$ cat config.mk
export PLATFORM = sky130hd
export DESIGN_NAME = empirical_pair_substitution_rates_top
export DESIGN_NICKNAME = d
export VERILOG_FILES = /design/src/rtl/epsr_pkg.sv /design/src/rtl/epsr_front.sv /design/src/rtl/epsr_back.sv /design/src/rtl/empirical_pair_substitution_rates_top.sv
export SDC_FILE = /design/constraint.sdc
export NUM_CORES = 2
export LEC_CHECK = 0
export BUFFER_PORTS_ARGS = -buffer_cell sky130_fd_sc_hd__buf_4
export CAP_MARGIN = 5
export CORE_MARGIN = 4
export CORE_UTILIZATION = 40
export CTS_CLUSTER_SIZE = 10
export DETAILED_ROUTE_END_ITERATION = 10
export SYNTH_ARGS = -nofsm -noshare
export SYNTH_HDL_FRONTEND = slang
export SYNTH_SLANG_ARGS = --single-unit
$ cat constraint.sdc
create_clock -name clk -period 11.1 [get_ports clk]
set_clock_uncertainty 0.15 [all_clocks]
set_input_delay 2.22 -clock clk [delete_from_list [all_inputs] [get_ports clk]]
set_output_delay 2.22 -clock clk [all_outputs]
set_load 0.1 [all_outputs]
$ cat src/rtl/epsr_pkg.sv
// Package: types, constants and pair tables for the pair substitution rate block.
package epsr_pkg;
  localparam int NUM_STATES  = 4;
  localparam int COUNT_WIDTH = 16;
  localparam int NUM_PAIRS   = NUM_STATES * (NUM_STATES - 1) / 2;
  localparam int PAIR_W      = (NUM_PAIRS > 1) ? $clog2(NUM_PAIRS) : 1;
  localparam int STATE_W     = 2;
  localparam int SUM_W       = 32;
  localparam int RATE_W      = 22;
  localparam int QUO_W       = 49;
  localparam logic [RATE_W-1:0] RATE_MIN = 22'd655;
  localparam logic [RATE_W-1:0] RATE_MAX = 22'd3276800;
  localparam logic [RATE_W-1:0] RATE_ONE = 22'd65536;
  localparam int QDEPTH = 2;

  typedef struct packed {
    logic        mode;
    logic [3:0]  tip_states;
    logic [15:0] site_weight;
    logic        last_of_site;
  } in_word_t;

  typedef struct packed {
    logic [RATE_W-1:0]  rate;
    logic [STATE_W-1:0] state_first;
    logic [STATE_W-1:0] state_second;
    logic               last;
  } out_word_t;

  typedef enum logic [1:0] {
    OP_COUNT  = 2'd0,
    OP_CLOSE  = 2'd1,
    OP_FINISH = 2'd2
  } op_t;

  typedef struct packed {
    op_t                    op;
    logic [NUM_STATES-1:0]  inc;
    logic [15:0]            weight;
  } cmd_t;

  function automatic logic [STATE_W-1:0] pair_a(input logic [PAIR_W-1:0] p);
    int k;
    logic [STATE_W-1:0] r;
    k = 0;
    r = '0;
    for (int a = 0; a < NUM_STATES; a++)
      for (int b = a + 1; b < NUM_STATES; b++) begin
        if (k == int'(p)) r = STATE_W'(a);
        k++;
      end
    return r;
  endfunction

  function automatic logic [STATE_W-1:0] pair_b(input logic [PAIR_W-1:0] p);
    int k;
    logic [STATE_W-1:0] r;
    k = 0;
    r = '0;
    for (int a = 0; a < NUM_STATES; a++)
      for (int b = a + 1; b < NUM_STATES; b++) begin
        if (k == int'(p)) r = STATE_W'(b);
        k++;
      end
    return r;
  endfunction
endpackage

$ cat src/rtl/epsr_front.sv
// Front end: classifies words into commands and queues them.
module epsr_front import epsr_pkg::*; (
  input  logic     clk,
  input  logic     rst_n,
  input  logic     in_valid,
  output logic     in_ready,
  input  in_word_t in_data,
  output logic     cmd_valid,
  input  logic     cmd_ready,
  output cmd_t     cmd_data
);
  cmd_t q_r [QDEPTH];
  logic [1:0] cnt_r, cnt_nxt;
  logic       rd_r, rd_nxt, wr_r, wr_nxt;
  cmd_t       c;
  logic       push, pop;
  localparam logic [NUM_STATES-1:0] UNDEF = '1;

  always_comb begin
    c.weight = in_data.site_weight;
    if (in_data.mode) begin
      c.op  = OP_FINISH;
      c.inc = '0;
    end else begin
      c.op  = in_data.last_of_site ? OP_CLOSE : OP_COUNT;
      c.inc = (in_data.tip_states[NUM_STATES-1:0] == UNDEF) ? '0
            : in_data.tip_states[NUM_STATES-1:0];
    end
  end

  assign in_ready  = (cnt_r != 2'(QDEPTH));
  assign push      = in_valid && in_ready;
  assign cmd_valid = (cnt_r != 2'd0);
  assign pop       = cmd_valid && cmd_ready;
  assign cmd_data  = q_r[rd_r];

  always_comb begin
    cnt_nxt = cnt_r + 2'(push) - 2'(pop);
    rd_nxt  = pop ? ~rd_r : rd_r;
    wr_nxt  = push ? ~wr_r : wr_r;
  end

  always_ff @(posedge clk) begin
    if (!rst_n) begin
      cnt_r <= '0;
      rd_r  <= 1'b0;
      wr_r  <= 1'b0;
    end else begin
      cnt_r <= cnt_nxt;
      rd_r  <= rd_nxt;
      wr_r  <= wr_nxt;
    end
    if (push) q_r[wr_r] <= c;
  end

  a_cnt: assert property (@(posedge clk) disable iff (!rst_n) cnt_r <= 2'(QDEPTH))
    else $error("queue overfill");
  a_full: assert property (@(posedge clk) disable iff (!rst_n)
    (cnt_r == 2'(QDEPTH)) |-> !in_ready) else $error("ready when full");
  a_pop: assert property (@(posedge clk) disable iff (!rst_n)
    (cnt_r == 2'd0) |-> !cmd_valid) else $error("valid when empty");
endmodule

$ cat src/rtl/epsr_back.sv
// Back end: state counts, pair accumulation, divider and result stage.
module epsr_back import epsr_pkg::*; (
  input  logic      clk,
  input  logic      rst_n,
  input  logic      cmd_valid,
  output logic      cmd_ready,
  input  cmd_t      cmd_data,
  output logic      out_valid,
  input  logic      out_ready,
  output out_word_t out_data
);
  typedef enum logic [3:0] {
    S_IDLE = 4'b0001,
    S_MAC  = 4'b0010,
    S_DIV  = 4'b0100,
    S_OUT  = 4'b1000
  } st_t;

  st_t st_r, st_nxt;
  logic [COUNT_WIDTH-1:0] cnt_r [NUM_STATES];
  logic [SUM_W-1:0]       sum_r [NUM_PAIRS];
  logic [PAIR_W-1:0]      p_r;
  logic [15:0]            w_r;
  logic [SUM_W-1:0]       prod_r;
  logic                   ph_r;
  logic [SUM_W-1:0]       div_r;
  logic [QUO_W-1:0]       num_r, quo_r;
  logic [SUM_W:0]         rem_r;
  logic [5:0]             bit_r;
  logic                   ov_r;
  out_word_t              o_r;
  logic                   ov_nxt;

  localparam logic [PAIR_W-1:0] PLAST = PAIR_W'(NUM_PAIRS - 1);
  logic [SUM_W:0] rsh;
  logic [SUM_W:0] rdiff;

  assign cmd_ready = (st_r == S_IDLE);
  assign out_valid = ov_r;
  assign out_data  = o_r;
  assign rsh   = {rem_r[SUM_W-1:0], num_r[QUO_W-1]};
  assign rdiff = rsh - {1'b0, div_r};

  always_comb begin
    st_nxt = st_r;
    ov_nxt = ov_r;
    if (ov_r && out_ready) ov_nxt = 1'b0;
    unique case (st_r)
      S_IDLE: if (cmd_valid) begin
        if (cmd_data.op == OP_CLOSE) st_nxt = S_MAC;
        else if (cmd_data.op == OP_FINISH) st_nxt = S_DIV;
      end
      S_MAC: if (ph_r && p_r == PLAST) st_nxt = S_IDLE;
      S_DIV: if (bit_r == 6'(QUO_W)) st_nxt = S_OUT;
      S_OUT: if (!ov_r || out_ready) begin
        ov_nxt = 1'b1;
        st_nxt = (p_r == PLAST) ? S_IDLE : S_DIV;
      end
      default: st_nxt = S_IDLE;
    endcase
  end

  always_ff @(posedge clk) begin
    if (!rst_n) begin
      st_r <= S_IDLE;
      ov_r <= 1'b0;
      for (int i = 0; i < NUM_STATES; i++) cnt_r[i] <= '0;
      for (int i = 0; i < NUM_PAIRS; i++) sum_r[i] <= '0;
      p_r <= '0; ph_r <= 1'b0; bit_r <= '0;
    end else begin
      st_r <= st_nxt;
      ov_r <= ov_nxt;
      unique case (st_r)
        S_IDLE: if (cmd_valid) begin
          for (int i = 0; i < NUM_STATES; i++)
            if (cmd_data.inc[i]) cnt_r[i] <= cnt_r[i] + 1'b1;
          w_r  <= cmd_data.weight;
          p_r  <= '0;
          ph_r <= 1'b0;
          bit_r <= '0;
          div_r <= (sum_r[PLAST] == '0) ? SUM_W'(1) : sum_r[PLAST];
          num_r <= {1'b0, sum_r[0], 16'd0};
          rem_r <= '0;
        end
        S_MAC: begin
          if (!ph_r) begin
            prod_r <= SUM_W'(cnt_r[pair_a(p_r)]) * SUM_W'(cnt_r[pair_b(p_r)]);
          end else begin
            sum_r[p_r] <= sum_r[p_r] + prod_r * SUM_W'(w_r);
            p_r <= p_r + 1'b1;
            if (p_r == PLAST)
              for (int i = 0; i < NUM_STATES; i++) cnt_r[i] <= '0;
          end
          ph_r <= ~ph_r;
        end
        S_DIV: if (bit_r != 6'(QUO_W)) begin
          if (!rdiff[SUM_W]) begin
            rem_r <= rdiff;
            quo_r <= {quo_r[QUO_W-2:0], 1'b1};
          end else begin
            rem_r <= rsh;
            quo_r <= {quo_r[QUO_W-2:0], 1'b0};
          end
          num_r <= {num_r[QUO_W-2:0], 1'b0};
          bit_r <= bit_r + 1'b1;
        end
        S_OUT: if (!ov_r || out_ready) begin
          o_r.state_first  <= pair_a(p_r);
          o_r.state_second <= pair_b(p_r);
          o_r.last         <= (p_r == PLAST);
          if (p_r == PLAST) o_r.rate <= RATE_ONE;
          else if ({rem_r, 1'b0} >= {2'b0, div_r}) begin
            if (quo_r + 1'b1 > QUO_W'(RATE_MAX)) o_r.rate <= RATE_MAX;
            else if (quo_r + 1'b1 < QUO_W'(RATE_MIN)) o_r.rate <= RATE_MIN;
            else o_r.rate <= RATE_W'(quo_r + 1'b1);
          end else begin
            if (quo_r > QUO_W'(RATE_MAX)) o_r.rate <= RATE_MAX;
            else if (quo_r < QUO_W'(RATE_MIN)) o_r.rate <= RATE_MIN;
            else o_r.rate <= RATE_W'(quo_r);
          end
          if (p_r == PLAST) begin
            for (int i = 0; i < NUM_PAIRS; i++) sum_r[i] <= '0;
          end else begin
            p_r   <= p_r + 1'b1;
            bit_r <= '0;
            rem_r <= '0;
            num_r <= {1'b0, sum_r[p_r + 1'b1], 16'd0};
          end
        end
        default: ;
      endcase
    end
  end

  a_hold: assert property (@(posedge clk) disable iff (!rst_n)
    (out_valid && !out_ready) |=> out_valid) else $error("result dropped");
  a_busy: assert property (@(posedge clk) disable iff (!rst_n)
    (st_r != S_IDLE) |-> !cmd_ready) else $error("accept while busy");
  a_last: assert property (@(posedge clk) disable iff (!rst_n)
    (out_valid && out_data.last) |-> out_data.rate == RATE_ONE) else $error("last rate");
endmodule

$ cat src/rtl/empirical_pair_substitution_rates_top.sv
// Top level: pair substitution rate estimator.
//   channel | dir | handshake             | payload
//   in      | in  | in_valid / in_ready   | in_data  (in_word_t)
//   out     | out | out_valid / out_ready | out_data (out_word_t)
// Count words are taken in IDLE; a site-closing word then multiplies and
// accumulates each pair. Finish: a bit-serial division per pair, then output.
// A two-entry command queue decouples input from the back end.
// Synchronous active-low reset clears counts, sums, queue and result stage.
// A stalled result holds the back end; input keeps filling the queue.
module empirical_pair_substitution_rates_top import epsr_pkg::*; (
  input  logic      clk,
  input  logic      rst_n,
  input  logic      in_valid,
  output logic      in_ready,
  input  in_word_t  in_data,
  output logic      out_valid,
  input  logic      out_ready,
  output out_word_t out_data
);
  logic cmd_valid, cmd_ready;
  cmd_t cmd_data;

  epsr_front u_front (.clk, .rst_n, .in_valid, .in_ready, .in_data,
    .cmd_valid, .cmd_ready, .cmd_data);
  epsr_back u_back (.clk, .rst_n, .cmd_valid, .cmd_ready, .cmd_data,
    .out_valid, .out_ready, .out_data);
endmodule

==> results.py <==
metrics = {
    "clocking": {
        "cts_hold_repair.buffers": 0,
        "post_cts_buffers": 0,
        "clk_latency_ns": 0.68,
        "cts.path.max_buffers": 3,
        "cts.sink_count": 608,
        "cts_tree": "built",
        "htreeDepth": 3,
        "cts-root-buf": "clkbuf_16",
        "post_cts_resized": 0,
        "cts_made_buffers": 75,
        "clkTransAtPathRegs_ns": 0.06,
    },
    "sta": {
        "drv_slew": 0,
        "worstMarginPinSlew_ns": 1.26,
        "fmax_mhz": 105,
        "relSlewSlack_pct": 15.6,
        "layout_min_cycle_time_ns": 9.49,
        "timing.final.hold_violations": 0,
        "setup_viol": 0,
        "worst_slack_ns": 1.61,
        "finalCritPeriodShare_pct": 85.5,
        "finalSetupTns_ns": 0,
        "rsz0062_at_grt": "no",
    },
    "route": {
        "wire_per_inst_um": 21.0,
        "drtIter0Drc": 3161,
        "route.vias.total": 35400,
        "ant_nets": 0,
        "vias_per_cell": 5.49,
        "drc": 0,
        "drt-pass1-iter-count": 6,
        "wl_mm": 136,
    },
    "global_routing": {
        "grt_max_degree": 67,
        "grt_pass1_vias": 37400,
        "track_usage_pct": 20.9,
        "antenna_found_initial": 1,
        "overflow": 0,
        "grt_pass1_wl_mm": 216,
    },
    "min_path": {
        "whs_path_depth": 0,
        "min_delay_worst_endpoint": "u_back.quo_r[42]",
        "hp-class": "flop to flop",
        "hp-start": "u_back.quo_r[41]",
    },
    "synth": {
        "synthArstFlopShare_pct": 0,
        "synth_cells": 4811,
        "synth_top_flop_cell": "edfxtp_1",
        "synthTopCellsByArea": "edfxtp_1, fa_1, mux4_2, ha_1, inv_1",
        "synth-seq-cells": 608,
        "synthesis.area_sq_mm": 0.0511,
        "synth_top_area_share_pct": 32.5,
        "ys_warn_count": 0,
        "yosysTopAreaCell": "edfxtp_1",
        "seq_area_frac_synth_pct": 34.6,
        "synth_fp_nets": 5586,
        "synth_edf_count": 553,
        "yosysUniqueCellTypes": 88,
        "synth.avg_cell_area_sq_um": 10.6,
    },
    "job": {
        "cap_violations": 0,
    },
    "placement": {
        "place_ws_ns": 1.68,
        "gp_congestion": 0.861,
        "numPortBuffers": 54,
        "place_hpwl_mm": 97.2,
    },
    "worst_setup_path": {
        "r2r_cells": 27,
        "path_class": "flop to flop",
        "cpPeakStageDelay_ns": 0.78,
        "ff2ff_setup_slack_ns": 1.61,
        "cp_slowest_cell": "o21ai_1",
        "critPathMaxFanout": 11,
        "r2r_end": "u_back.prod_r[30]",
        "cp-end-kind": "flop",
        "worstPathArrival_ns": 9.70,
        "start_kind": "flop",
        "r2r_start": "u_back.p_r[1]",
        "cp_data_required_time_ns": 11.31,
        "crit_top_cell": "fa_1",
    },
    "die": {
        "die_h_um": 365,
        "num_rows": 130,
        "start_util_pct": 40.5,
        "core_area_sq_mm": 0.126,
        "pin_count": 55,
        "die_width_um": 365,
        "dieArea_sq_mm": 0.134,
    },
    "final_layout": {
        "area_growth_pct": 8.74,
        "fin_nets": 5536,
        "fin_util_pct": 44.0,
        "drive_gt1_share_pct": 9.05,
    },
    "run_status": {
        "status": "completed",
    },
}
## synth_stat cells, drive strengths merged (18+ instances only)
cell type	number
inv	688
nand2	575
edfxtp	553
fa	529
nor2	479
ha	220
clkbuf	205
and2	159
mux4	137
o21ai	133
a21oi	115
mux2i	115
xnor2	110
nand3	79
xor2	74
dfxtp	55
buf	48
nand4	44
nor3	43
and3	39
a21o	35
a22oi	32
nor2b	31
o21a	29
nor4	27
mux2	26
nand2b	24
or3	22
a211oi	18
## critical path, delay by kind of cell, from the launching register on
| kind | cells | cell delay (ns) |
|---|---|---|
| xor+xnor | 1 | 0.08 |
| flops | 1 | 0.46 |
| fa+ha+maj | 8 | 3.45 |
| compound gates | 10 | 4.11 |
| simple gates | 3 | 0.43 |
| buf+inv | 4 | 0.29 |
| mux | 1 | 0.20 |
## per-layer routing
layer	track usage, %	wire length, um
met1	27.9	56700
met2	35.3	66100
met5	0	0
met3	3.53	9640
met4	5.69	3550
## placed cells by master (no fill, tap or decap), types with 13 or more instances in the layout
master / n
clkbuf_16: 75
ha_1: 218
fa_1: 529
nand2_1: 571
inv_1: 685
a21o_1: 35
mux4_2: 137
and3_1: 39
nor4_1: 25
clkbuf_1: 29
o21a_1: 29
o21ai_1: 25
xnor2_1: 109
nor3_1: 39
edfxtp_1: 553
nand2b_1: 24
mux2i_1: 115
xor2_1: 74
o21ai_0: 108
dfxtp_1: 51
or3_1: 21
mux2_2: 26
nand4_1: 39
a21oi_1: 114
o21bai_1: 13
a22oi_1: 32
nor2_1: 475
a211oi_1: 17
nand3_1: 78
and2_1: 156
buf_4: 126
nor2b_1: 31
## cell families after synthesis
logic type / synth area share, %
AOI/OAI and AO/OA: 6.01
buffers and inverters: 7.00
muxes: 8.86
DFF: 34.6
and+or+nand+nor: 14.2
adders and majority gates: 26.1
xor gates and xnor gates: 3.15
## flip-flops by register name (all words and copies together), names as in the netlist, named ones only
signal,count
u_front.cnt_r,2
u_back.st_r,4
u_back.p_r,3
u_front.wr_r,1
u_back.prod_r,32
u_back.rem_r,33
u_back.quo_r,49
u_back.cnt_r,64
u_front.rd_r,1
u_back.ph_r,1
u_back.sum_r,256
u_back.w_r,16
u_front.q_r,44
u_back.num_r,33
u_back.out_data,26
u_back.out_valid,1
u_back.div_r,32
u_back.bit_r,6
## how the worst max path moves through the flow
stage	end	from	slack (ns)	cells after the start
after floorplan	u_back.prod_r[30]	u_back.p_r[0]	2.54	29
after global placement	u_back.prod_r[30]	u_back.p_r[1]	1.87	27
after detailed placement	u_back.prod_r[30]	u_back.p_r[1]	1.68	27
after CTS	u_back.prod_r[30]	u_back.p_r[1]	1.60	27
after global routing	u_back.prod_r[30]	u_back.p_r[2]	0.87	29
final	u_back.prod_r[30]	u_back.p_r[1]	1.61	27
## through the flow
stage	cell area (sq um)	cells	hold WS, ns
CTS	55600	6458	0.334
floorplan	51100	4811	0.271
detailed placement	53200	6334	0.322
global route	55600	6458	0.351
finish	55600	6459	0.331
global placement	53200	6334	0.327
## final cells by class
class / count / area [sq um]
Clock buffer: 107 / 2030
Clock inverter: 17 / 330
Inverter: 688 / 2580
Sequential cell: 608 / 17700
Timing Repair Buffer: 126 / 946
Tap cell: 1650 / 2060
Antenna cell: 1 / 2.50
Fill cell: 11900 / 70600
Multi-Input combinational cell: 3262 / 29900
Power is left out: the tool's default activity adds up to more than one toggle a clock period on the data nets, which glitch-free logic cannot reach.
